==> src/hdl/ifps_pkg.sv <==
// ifps_pkg: shared constants and types for the ipv4 flow packet sampler
// no dependencies
`timescale 1ns / 1ps
`default_nettype none
package ifps_pkg;
   localparam logic [31:0] LCG_MUL = 32'd1103515245;
   localparam logic [31:0] LCG_ADD = 32'd12345;
   localparam logic [12:0] FRAG_MASK = 13'h1fff;
   localparam logic [31:0] DEFAULT_DIVISOR = 32'd100;
   localparam logic [6:0] ETH_LEN = 7'd14;
   localparam logic [6:0] POS_MAX = 7'd127;
   localparam logic [15:0] ETH_TYPE_IP = 16'h0800;
   localparam logic [7:0] PROTO_TCP = 8'd6;
   localparam logic [7:0] PROTO_UDP = 8'd17;
   localparam logic CSR_DIVISOR = 1'b0;
   localparam logic CSR_IFACE = 1'b1;

   typedef struct packed {
      logic [7:0]  data_byte;
      logic        last_byte;
      logic        has_link_header;
      logic        direction;
      logic [15:0] seg_count;
      logic [31:0] entropy;
      logic [31:0] time_low;
      logic [16:0] wire_length;
      logic [15:0] if_index;
   } req_type;

   typedef struct packed {
      logic        event_valid;
      logic [31:0] source_address;
      logic [31:0] dest_address;
      logic [15:0] source_port;
      logic [15:0] dest_port;
      logic [15:0] ip_total_length;
      logic [7:0]  protocol_number;
      logic        event_direction;
      logic [15:0] event_segments;
      logic [63:0] packet_total;
      logic [63:0] byte_total;
      logic [63:0] sampled_total;
   } rsp_type;

   // controller to datapath
   typedef struct packed {
      logic parse;      // take one byte into the header parser
      logic finish;     // last byte: latch seed and side fields
      logic mul_go;     // mix source, destination and ports into the seed
      logic div_start;  // lcg multiply and start remainder
      logic emit;       // load response register
      logic rsp_pop;    // response taken
   } cmd_type;

   // datapath to controller
   typedef struct packed {
      logic eligible;   // packet qualifies for a random draw
      logic keep_all;   // rate at most one
      logic div_done;
      logic rsp_full;
   } status_type;
endpackage
`default_nettype wire

==> src/hdl/ifps_if.sv <==
// ifps_stream_if: valid/ready channel carrying one payload
// depends on nothing but the payload type parameter
`timescale 1ns / 1ps
`default_nettype none
interface ifps_stream_if #(parameter type payload_type = logic) ();
   logic        valid;
   logic        ready;
   payload_type payload;
   modport source (output valid, output payload, input ready);
   modport sink (input valid, input payload, output ready);
endinterface
`default_nettype wire

==> src/hdl/ifps_datapath.sv <==
// ifps_datapath: header parser, counters, seed/lcg, serial remainder, response register
// depends on ifps_pkg
`timescale 1ns / 1ps
`default_nettype none
module ifps_datapath import ifps_pkg::*; (
   input  wire logic       clock,
   input  wire logic       reset,
   input  wire req_type    req,
   input  wire logic       csr_write,
   input  wire logic [0:0] csr_index,
   input  wire logic [31:0] csr_data,
   input  wire cmd_type    cmd,
   output status_type      status,
   output rsp_type         rsp
);
   logic [31:0] divisor_ff;
   logic [15:0] iface_ff;
   logic [6:0]  pos_ff;
   logic [15:0] ltype_ff, frag_ff, dlen_ff;
   logic [7:0]  hdr_ff, proto_ff;
   logic [31:0] src_ff, dst_ff, ports_ff;
   logic        link_ff, ifok_ff, counted_ff;
   logic [63:0] pkts_ff, bytes_ff, samp_ff;
   logic        elig_ff, dir_ff;
   logic [15:0] segs_ff;
   logic [31:0] seed_ff, rnd_ff, rate_ff, rem_ff;
   logic [5:0]  bit_ff;
   logic        busy_ff, done_ff;
   rsp_type     rsp_ff;
   logic        full_ff;

   logic        link_in, ifok_in;
   logic [6:0]  base, off, n;
   logic [7:0]  hdr_in;
   logic [6:0]  ihl4, ihl4_in;
   logic        link_ok, count_now;
   logic [31:0] rate;
   logic [32:0] rem_sh;
   logic        hit;
   rsp_type     rsp_in;

   always_comb begin
      link_in = (pos_ff == 7'd0) ? req.has_link_header : link_ff;
      ifok_in = (pos_ff == 7'd0) ?
                ((iface_ff != 16'd0) && (req.if_index == iface_ff)) : ifok_ff;
      base = link_in ? ETH_LEN : 7'd0;
      off = pos_ff - base;
      ihl4 = {1'b0, hdr_ff[3:0], 2'b00};
      n = (pos_ff < POS_MAX) ? pos_ff + 7'd1 : pos_ff;
      hdr_in = (pos_ff < POS_MAX && pos_ff >= base && off == 7'd0) ? req.data_byte : hdr_ff;
      ihl4_in = {1'b0, hdr_in[3:0], 2'b00};
      link_ok = link_in ? ((pos_ff < POS_MAX && (pos_ff == 7'd13)) ?
                           ({ltype_ff[7:0], req.data_byte} == ETH_TYPE_IP) :
                           (ltype_ff == ETH_TYPE_IP))
                        : (ifok_in && hdr_in[7:4] == 4'd4);
      // n is pos+1 saturating; match needs exact arithmetic in 8 bits
      count_now = !counted_ff && link_ok && ihl4_in >= 7'd20 && pos_ff < POS_MAX &&
                  ({1'b0, pos_ff} + 8'd1 == {1'b0, base} + {1'b0, ihl4_in});
      rate = (divisor_ff == 32'd0) ? DEFAULT_DIVISOR : divisor_ff;
      rem_sh = {rem_ff, rnd_ff[bit_ff[4:0]]};
   end

   logic [7:0] tail;
   logic       elig_in;
   always_comb begin
      tail = {1'b0, n} ;
      elig_in = (counted_ff || count_now) && (frag_ff[12:0] & FRAG_MASK) == 13'd0 &&
         ((proto_ff == PROTO_TCP && {1'b0, n} >= {1'b0, base} + {1'b0, ihl4} + 8'd20) ||
          (proto_ff == PROTO_UDP && tail >= {1'b0, base} + {1'b0, ihl4} + 8'd8));
   end

   // response word for the packet that ends
   always_comb begin
      hit = elig_ff && (rate_ff <= 32'd1 || rem_ff == 32'd0);
      rsp_in = '0;
      if (hit) begin
         rsp_in.event_valid = 1'b1;
         rsp_in.source_address = src_ff;
         rsp_in.dest_address = dst_ff;
         rsp_in.source_port = ports_ff[31:16];
         rsp_in.dest_port = ports_ff[15:0];
         rsp_in.ip_total_length = dlen_ff;
         rsp_in.protocol_number = proto_ff;
         rsp_in.event_direction = dir_ff;
         rsp_in.event_segments = segs_ff;
         rsp_in.sampled_total = samp_ff + 64'd1;
      end else rsp_in.sampled_total = samp_ff;
      rsp_in.packet_total = pkts_ff;
      rsp_in.byte_total = bytes_ff;
   end

   always_ff @(posedge clock) begin
      if (reset) begin
         divisor_ff <= '0; iface_ff <= '0;
         pos_ff <= '0; ltype_ff <= '0; frag_ff <= '0; dlen_ff <= '0;
         hdr_ff <= '0; proto_ff <= '0; src_ff <= '0; dst_ff <= '0; ports_ff <= '0;
         link_ff <= 1'b0; ifok_ff <= 1'b0; counted_ff <= 1'b0;
         pkts_ff <= '0; bytes_ff <= '0; samp_ff <= '0;
         busy_ff <= 1'b0; done_ff <= 1'b0; full_ff <= 1'b0; elig_ff <= 1'b0;
      end else begin
         if (csr_write) begin
            if (csr_index == CSR_DIVISOR) divisor_ff <= csr_data;
            else iface_ff <= csr_data[15:0];
         end
         if (cmd.parse) begin
            link_ff <= link_in;
            ifok_ff <= ifok_in;
            if (pos_ff < POS_MAX) begin
               if (link_in && (pos_ff == 7'd12 || pos_ff == 7'd13))
                  ltype_ff <= {ltype_ff[7:0], req.data_byte};
               if (pos_ff >= base) begin
                  if (off == 7'd0) hdr_ff <= req.data_byte;
                  else if (off == 7'd2 || off == 7'd3) dlen_ff <= {dlen_ff[7:0], req.data_byte};
                  else if (off == 7'd6 || off == 7'd7) frag_ff <= {frag_ff[7:0], req.data_byte};
                  else if (off == 7'd9) proto_ff <= req.data_byte;
                  else if (off >= 7'd12 && off < 7'd16)
                     src_ff[8*off[1:0] +: 8] <= req.data_byte;
                  else if (off >= 7'd16 && off < 7'd20)
                     dst_ff[8*off[1:0] +: 8] <= req.data_byte;
                  if (ihl4 >= 7'd20 && off >= ihl4 && {1'b0, off} < {1'b0, ihl4} + 8'd4)
                     ports_ff <= {ports_ff[23:0], req.data_byte};
               end
               pos_ff <= n;
            end
            if (count_now) begin
               counted_ff <= 1'b1;
               pkts_ff <= pkts_ff + 64'd1;
               bytes_ff <= bytes_ff + {47'd0, req.wire_length};
            end
            if (cmd.finish) begin
               elig_ff <= elig_in;
               dir_ff <= req.direction;
               segs_ff <= (req.seg_count == 16'd0) ? 16'd1 : req.seg_count;
               seed_ff <= req.entropy ^ req.time_low;
            end
         end
         if (cmd.mul_go) begin
            seed_ff <= seed_ff ^ src_ff ^ dst_ff ^ ports_ff;
         end
         if (cmd.div_start) begin
            rnd_ff <= seed_ff * LCG_MUL + LCG_ADD;
            rate_ff <= rate;
            rem_ff <= '0;
            bit_ff <= 6'd31;
            busy_ff <= 1'b1;
            done_ff <= 1'b0;
         end else if (busy_ff) begin
            rem_ff <= (rem_sh >= {1'b0, rate_ff}) ? 32'(rem_sh - {1'b0, rate_ff}) : rem_sh[31:0];
            if (bit_ff == 6'd0) begin
               busy_ff <= 1'b0; done_ff <= 1'b1;
            end
            bit_ff <= bit_ff - 6'd1;
         end
         if (cmd.emit) begin
            rsp_ff <= rsp_in;
            if (hit) samp_ff <= samp_ff + 64'd1;
            full_ff <= 1'b1;
            done_ff <= 1'b0;
            pos_ff <= '0; ltype_ff <= '0; frag_ff <= '0; dlen_ff <= '0; hdr_ff <= '0;
            proto_ff <= '0; src_ff <= '0; dst_ff <= '0; ports_ff <= '0;
            link_ff <= 1'b0; ifok_ff <= 1'b0; counted_ff <= 1'b0;
         end else if (cmd.rsp_pop) full_ff <= 1'b0;
      end
   end

   assign status.eligible = elig_ff;
   assign status.keep_all = (rate_ff <= 32'd1);
   assign status.div_done = done_ff;
   assign status.rsp_full = full_ff;
   assign rsp = rsp_ff;
endmodule
`default_nettype wire

==> src/hdl/ifps_control.sv <==
// ifps_control: sequencer for byte intake, seed mix, remainder and response
// depends on ifps_pkg
`timescale 1ns / 1ps
`default_nettype none
module ifps_control import ifps_pkg::*; (
   input  wire logic       clock,
   input  wire logic       reset,
   input  wire logic       req_valid,
   input  wire logic       req_last,
   output logic            req_ready,
   input  wire logic       rsp_ready,
   output logic            rsp_valid,
   input  wire status_type status,
   output cmd_type         cmd
);
   localparam logic [1:0] S_BYTES = 2'd0, S_MIX = 2'd1, S_DIV = 2'd2, S_EMIT = 2'd3;
   logic [1:0] state_ff, state_in;
   logic       pop, take;

   always_comb begin
      rsp_valid = status.rsp_full;
      pop = status.rsp_full && rsp_ready;
      req_ready = (state_ff == S_BYTES);
      take = req_valid && req_ready;
      cmd = '0;
      cmd.parse = take;
      cmd.finish = take && req_last;
      cmd.rsp_pop = pop;
      state_in = state_ff;
      case (state_ff)
         S_BYTES: if (take && req_last) state_in = S_MIX;
         S_MIX: begin
            cmd.mul_go = 1'b1;
            state_in = S_DIV;
         end
         S_DIV: begin
            cmd.div_start = 1'b1;
            state_in = S_EMIT;
         end
         S_EMIT: if (status.div_done && (!status.rsp_full || pop)) begin
            cmd.emit = 1'b1;
            state_in = S_BYTES;
         end
         default: state_in = S_BYTES;
      endcase
   end

   always_ff @(posedge clock) begin
      if (reset) state_ff <= S_BYTES;
      else state_ff <= state_in;
   end
endmodule
`default_nettype wire

==> src/hdl/ipv4_flow_packet_sampler.sv <==
// ipv4_flow_packet_sampler: top level, joins controller and datapath
// depends on ifps_pkg, ifps_stream_if, ifps_control, ifps_datapath
`timescale 1ns / 1ps
`default_nettype none
// usage
// - req channel: one captured byte per item plus per-packet side fields
// - rsp channel: exactly one item per packet, sent after its last byte
// - csr port: index 0 sample divisor, index 1 watched interface
// throughput
// - ordinary bytes are taken one per cycle, back to back
// - the last byte starts a seed mix, the lcg multiply with the remainder
//   start, a bit-serial remainder over the 32-bit lcg output and the
//   response load; the next packet's first byte is taken only after the
//   response load
// response
// - the response is valid once the response load has registered it
// reset
// - clears counters, parser state and both csr registers
// stall
// - a held response stays in the output register; the next packet is still
//   taken and its remainder runs, but its response load and any further
//   bytes wait until the receiver takes the held item
module ipv4_flow_packet_sampler import ifps_pkg::*; (
   input  wire logic        clock,
   input  wire logic        reset,
   ifps_stream_if.sink      req,
   ifps_stream_if.source    rsp,
   input  wire logic        csr_write,
   input  wire logic [0:0]  csr_index,
   input  wire logic [31:0] csr_data
);
   cmd_type    cmd;
   status_type status;
   logic       ready_w;

   // sequencing of bytes and the per-packet draw
   ifps_control u_control (
      .clock, .reset,
      .req_valid(req.valid), .req_last(req.payload.last_byte), .req_ready(ready_w),
      .rsp_ready(rsp.ready), .rsp_valid(rsp.valid),
      .status, .cmd
   );

   // parser, counters and remainder unit
   ifps_datapath u_datapath (
      .clock, .reset, .req(req.payload),
      .csr_write, .csr_index, .csr_data,
      .cmd, .status, .rsp(rsp.payload)
   );

   assign req.ready = ready_w;
endmodule
`default_nettype wire

==> src/flat_wrapper.sv <==
// flat-port wrapper written by rule: the top's interface ports become plain ports
module ipv4_flow_packet_sampler_flat import ifps_pkg::*;
  (clock, reset, csr_write, csr_index, csr_data, req_valid, req_payload, req_ready, rsp_valid, rsp_payload, rsp_ready);
  ifps_stream_if #(.payload_type(req_type)) req_i ();
  ifps_stream_if #(.payload_type(rsp_type)) rsp_i ();
  input  wire logic clock;
  input  wire logic reset;
  input  wire logic csr_write;
  input  wire logic [0:0] csr_index;
  input  wire logic [31:0] csr_data;
  input wire logic [$bits(req_i.valid)-1:0] req_valid;
  input wire logic [$bits(req_i.payload)-1:0] req_payload;
  output wire logic [$bits(req_i.ready)-1:0] req_ready;
  output wire logic [$bits(rsp_i.valid)-1:0] rsp_valid;
  output wire logic [$bits(rsp_i.payload)-1:0] rsp_payload;
  input wire logic [$bits(rsp_i.ready)-1:0] rsp_ready;
  assign req_i.valid = req_valid;
  assign req_i.payload = req_payload;
  assign req_ready = req_i.ready;
  assign rsp_valid = rsp_i.valid;
  assign rsp_payload = rsp_i.payload;
  assign rsp_i.ready = rsp_ready;
  ipv4_flow_packet_sampler u_core (.clock(clock), .reset(reset), .req(req_i), .rsp(rsp_i), .csr_write(csr_write), .csr_index(csr_index), .csr_data(csr_data));
endmodule
==> config.mk <==
export PLATFORM = sky130hd
export DESIGN_NAME = ipv4_flow_packet_sampler_flat
export DESIGN_NICKNAME = d
export VERILOG_FILES = /design/src/hdl/ifps_pkg.sv /design/src/hdl/ifps_if.sv /design/src/hdl/ifps_datapath.sv /design/src/hdl/ifps_control.sv /design/src/hdl/ipv4_flow_packet_sampler.sv /design/src/flat_wrapper.sv
export SDC_FILE = /design/constraint.sdc
export NUM_CORES = 2
export LEC_CHECK = 0
export ABC_AREA = 1
export BUFFER_PORTS_ARGS = -buffer_cell sky130_fd_sc_hd__buf_2
export CELL_PAD_IN_SITES_DETAIL_PLACEMENT = 1
export CELL_PAD_IN_SITES_GLOBAL_PLACEMENT = 1
export CORE_MARGIN = 2
export CORE_UTILIZATION = 25
export DETAILED_ROUTE_END_ITERATION = 8
export PLACE_DENSITY = 0.58
export SLEW_MARGIN = 20
export SYNTH_ARGS = -nofsm -noshare
export SYNTH_HDL_FRONTEND = slang
export SYNTH_HIERARCHICAL = 1
export SYNTH_SLANG_ARGS = --single-unit
==> constraint.sdc <==
create_clock -name clock -period 10.1 [get_ports clock]
set_clock_uncertainty 0.1 [all_clocks]
set_input_delay 0.505 -clock clock [delete_from_list [all_inputs] [get_ports clock]]
set_output_delay 0.505 -clock clock [all_outputs]
set_load 0.01 [all_outputs]
---- Yosys cells after proc, flatten, opt, wreduce, memory -nomap -nowiden ----
Cells that the tools add are included.
word-level totals
  flip-flop bits (word level) ............. 894
  bits of input ports ..................... 162
  output and inout port bits .............. 332
  word-level logic and storage cells ...... 202
cells by class
  $add $sub $neg .......................... 15
  multiply operators ...................... 1
  $lt $le $gt $ge ......................... 15
  equal/unequal tests ..................... 19
  shift operators ......................... 2
  muxes and demuxes ....................... 31
  bitwise gates (word level) .............. 11
  reduce and logical (&&, ||, !) cells .... 67
operator list
  cell                                                              count
  two-way mux 32 bit                                                5
  two-way mux 138 bit                                               1
  adder 64 x 1 -> 64 bit (second input constant)                    2
  bitwise XOR 32 bit                                                4
  adder 64 x 17 -> 64 bit                                           1
  bitwise mux 32 bit                                                2
  logical NOT 32 bit                                                2
  two-way mux 64 bit                                                1
  negator 5 -> 34 bit                                               1
  variable shift 8 x 34 -> 32 bit (first input constant)            1
  variable part select 8 x 34 -> 32 bit                             1
  >= comparator 33 x 32 -> 1 bit                                    1
  adder 32 x 14 -> 32 bit (second input constant)                   1
  equality test 16 x 12 -> 1 bit (second input constant)            2
  less-or-equal comparator 32 x 1 -> 1 bit (second input constant)  1
  multiplier 32 x 31 -> 32 bit (second input constant)              1
  subtractor 32 bit                                                 1
  logical AND 1 bit                                                 23
  equality test 7 x 4 -> 1 bit (second input constant)              3
  AND reduction 2 bit                                               10
  equality test 16 bit                                              1
  >= comparator 7 x 8 -> 1 bit                                      2
  logical NOT 16 bit                                                1
  nonzero test 16 bit                                               1
  52 further kinds                                                  92

---- Logic depth before layout (Yosys ltp) ----
  word-level depth ........................ 17
  depth in mapped cells ................... 36

---- Modules after synthesis ----
Netlist, hierarchy kept.
modules (own cells, without submodules)
  module         instances  cells an instance  area each (um^2)  sequential area each (um^2)
  ifps_datapath  1          5714               51378.0           22671.7
  ifps_control   1          35                 225.2             40.0

---- Worst setup path after synthesis ----
No wires, ideal clock.
  path type ............................... in2reg
  start point ............................. input rsp_ready
  end point ............................... register u_core.u_datapath.rsp_ff, in the netlist u_core/u_datapath/rsp[0], enable pin
  setup time .............................. 0.824 ns
  arrival time ............................ 10.203 ns
  slack ................................... -1.027 ns
  stages .................................. 7
  cells stage by stage .................... inv_1 -> nand2_1 -> nand2_2 -> nor2_1 -> inv_1 -> nor2_1 -> clkbuf_1
RTL lines
  element                 RTL line              RTL
  start: declaration      flat_wrapper.sv:16    input wire logic [$bits(rsp_i.ready)-1:0] rsp_ready;
  end signal: assignment  ifps_datapath.sv:155  rsp_ff <= rsp_in;
  end: declaration        ifps_datapath.sv:29   rsp_type rsp_ff;

---- Final worst setup path ----
  start point ............................. register u_core.u_datapath.seed_ff[0]
  end point ............................... register u_core.u_datapath.rnd_ff[30] (data pin)
between the ends
  longest elaborated chain between the ends .. 2
ends and longest elaborated chain
  element                       RTL line              RTL
  start: declaration            ifps_datapath.sv:26   logic [31:0] seed_ff, rnd_ff, rate_ff, rem_ff;
  start signal: assignment      ifps_datapath.sv:134  seed_ff <= req.entropy ^ req.time_low;
  start signal: assignment      ifps_datapath.sv:138  seed_ff <= seed_ff ^ src_ff ^ dst_ff ^ ports_ff;
  multiplier 32 x 31 -> 32 bit  ifps_datapath.sv:141  rnd_ff <= seed_ff * LCG_MUL + LCG_ADD;
  adder 32 x 14 -> 32 bit       ifps_datapath.sv:141
  end signal: assignment        ifps_datapath.sv:141
  end: declaration              ifps_datapath.sv:26
No other way between the ends.
A chain may end at the register's enable or synchronous reset.

==> metrics.md <==
| Metric | Value |
|---|---|
| Status | `complete, no violations` |
| RSZ-0062 raised after global routing | `no` |
| Final WL | `191000 µm` |
| CTS Hold Buffers Added | `51` |
| Detail Placement HPWL | `149000 µm` |
| Most used cell, CP | `inv_1` |
| Worst-path fanout max | `11` |
| Clock-pin slew on the worst setup and hold paths | `60 ps` |
| TritonCTS clock tree | `done` |
| Max-cap violations | `0` |
| Ratio of cells with drive above 1 in the final layout | `12.0%` |
| Die area | `0.210 mm²` |
| Iteration-0 DRC count of the detailed router | `2277` |
| Worst skew pair latency | `750 ps` |
| Num rows | `166` |
| Post-Syn Area per Cell | `8.98 µm²` |
| Avg Vias per Cell | `4.58` |
| Slowest cell on the critical path | `edfxtp_1` |
| Final hold viol count | `0` |
| Mapped Area | `0.0516 mm²` |
| Largest net degree at the start of global routing | `157` |
| Vias in the first global route | `43910` |
| Die H | `458 µm` |
| Register Area | `0.0227 mm²` |
| Total congestion overflow | `0` |
| Gate Count Post-Synth | `5748` |
| Global-route wire length before repair | `284000 µm` |
| WL/cell | `21.2 µm` |
| Setup_tns | `0 ps` |
| Multi-input gate area | `0.0242 mm²` |
| CTS max path bufs | `3` |
| Slew Limit Headroom | `11.5%` |
| Antenna violations before repair | `7` |
| Worst path required time | `10490 ps` |
| Tmin final | `7290 ps` |
| Least-Margin Pin Slew | `1330 ps` |
| Buf/Inv on CP | `9` |
| Initial Util | `25.2%` |
| Filler cells | `23992` |
| Root Buffer | `clkbuf_16` |
| Met2 usage | `31.7%` |
| Setup CP Type | `flop to flop` |
| Via Count | `41215` |
| Startpoint Class | `flop` |
| Final setup viols | `0` |
| CTS H-tree lvls | `3` |
| PortBufs | `493` |
| Top-level port count | `494` |
| Final nets | `6864` |
| Critical Path AT | `7680 ps` |
| Worst Hold Class | `input pin to flop` |
| Total CTS buffers | `106` |
| All-layer global routing usage | `17.9%` |
| Layer with the highest usage | `met2` |
| Area grow syn2layout | `18.0%` |
| Met3 Use GR | `2.11%` |
| Synth warnings | `6` |
| Pre-antenna DRT Iters | `7` |
| Die width | `458 µm` |
| Top delay family on crit path | `adder cells` |
| CP peak stage delay | `710 ps` |
| Crit path capture type | `flop` |
| Drt drc | `0` |
| Area of the core | `0.205 mm²` |
| Met1 GRT Util | `21.9%` |
| Post-CTS setup buffer count | `0` |
| Final ANT Viol Nets | `0` |
| CTS resizes | `0` |
| Final GP Congestion | `0.891` |
| Top achievable clock speed | `137 MHz` |
| Max Transition Viols Final | `0` |
| Count of clock tree sinks | `894` |
| Syn nets | `6405` |
| Final Cycle Share | `72.2%` |
path summary, 6_finish.rpt:
check                                                                   start  slack (ps)  cells past startpoint                                          end
worst min register to register  u_core/u_datapath/divisor_ff[29]$_SDFFE_PP0P_         330                      0  u_core/u_datapath/rate_ff[29]$_SDFFCE_PN0P_
worst max-delay path                   u_core/u_datapath/seed_ff[0]$_DFFE_PP_        2810                     29       u_core/u_datapath/rnd_ff[30]$_DFFE_PP_
worst max register to register         u_core/u_datapath/seed_ff[0]$_DFFE_PP_        2810                     29       u_core/u_datapath/rnd_ff[30]$_DFFE_PP_
worst min-delay path                                                rsp_ready         110                      4       u_core/u_datapath/full_ff$_SDFFE_PP0P_
registers in the layout (all words and copies together) (netlist names), 7 cells and up:
signal and count:
u_core/u_datapath/pkts_ff 64, u_core/u_datapath/ports_ff 32, u_core/u_datapath/src_ff 32, u_core/u_datapath/frag_ff 13, u_core/u_datapath/seed_ff 32, u_core/u_datapath/segs_ff 16, u_core/u_datapath/divisor_ff 32, u_core/u_datapath/iface_ff 16
u_core/u_datapath/rem_ff 32, u_core/u_datapath/rnd_ff 32, u_core/u_datapath/bytes_ff 64, u_core/u_datapath/rsp 330, u_core/u_datapath/proto_ff 8, u_core/u_datapath/rate_ff 32, u_core/u_datapath/ltype_ff 16, u_core/u_datapath/samp_ff 64
u_core/u_datapath/dst_ff 32, u_core/u_datapath/dlen_ff 16, u_core/u_datapath/hdr_ff 8, u_core/u_datapath/pos_ff 7
worst min-delay path: cells and delay by family:
family | cells | cell delay, ps
and+or+nand+nor | 1 | 80
buffers and inverters | 2 | 260
AOI/OAI and AO/OA | 1 | 70
per-stage QoR:
stage                     setup slack, ps  instance area, µm²  util (%)  std cells  hold slack [ps]
after floorplan                      3440               51600         -       5748              329
after global placement               2750               56800      27.7       8736              315
after detailed placement             2780               56800      27.7       8736              325
after CTS                            2770               60900      29.7       8989             15.4
after global routing                 2320               60900      29.7       8990             76.8
final                                2810               60900      29.7       8990              115
metal layers:
metal  part of all wire, %  up-vias
met2                    50      717
met5                 0.014        -
li1                      -    19796
met3                   3.4      239
met1                    42    20459
met4                   4.0        4
area by class of cell:
class,count,area share [%]
clock inverters,59,0.992
multi-input cells,3615,39.7
repair buffers,580,5.39
diodes,1,0.00411
flip-flops and latches,894,37.3
inverters,1010,6.23
clock buffers,143,4.84
well taps,2688,5.52
cells in the final DEF, fill, tap and decap left out, types with 15 or more instances in the layout:
cell,count
clkbuf_16,109
nand2_1,683
dfxtp_1,413
o21ai_0,422
dlygate4sd3_1,51
buf_4,33
xnor2_1,188
nand3_1,119
clkinv_2,15
nor2_1,506
edfxtp_1,481
buf_2,492
nand4_1,196
a21oi_1,413
ha_1,301
nor4_1,97
inv_1,998
xor2_1,223
clkbuf_1,25
fa_1,194
clkinv_1,15
nor3_1,125
Power is not shown: default switching activity piles up to over one toggle a cycle in this logic, so the estimate is an artifact.
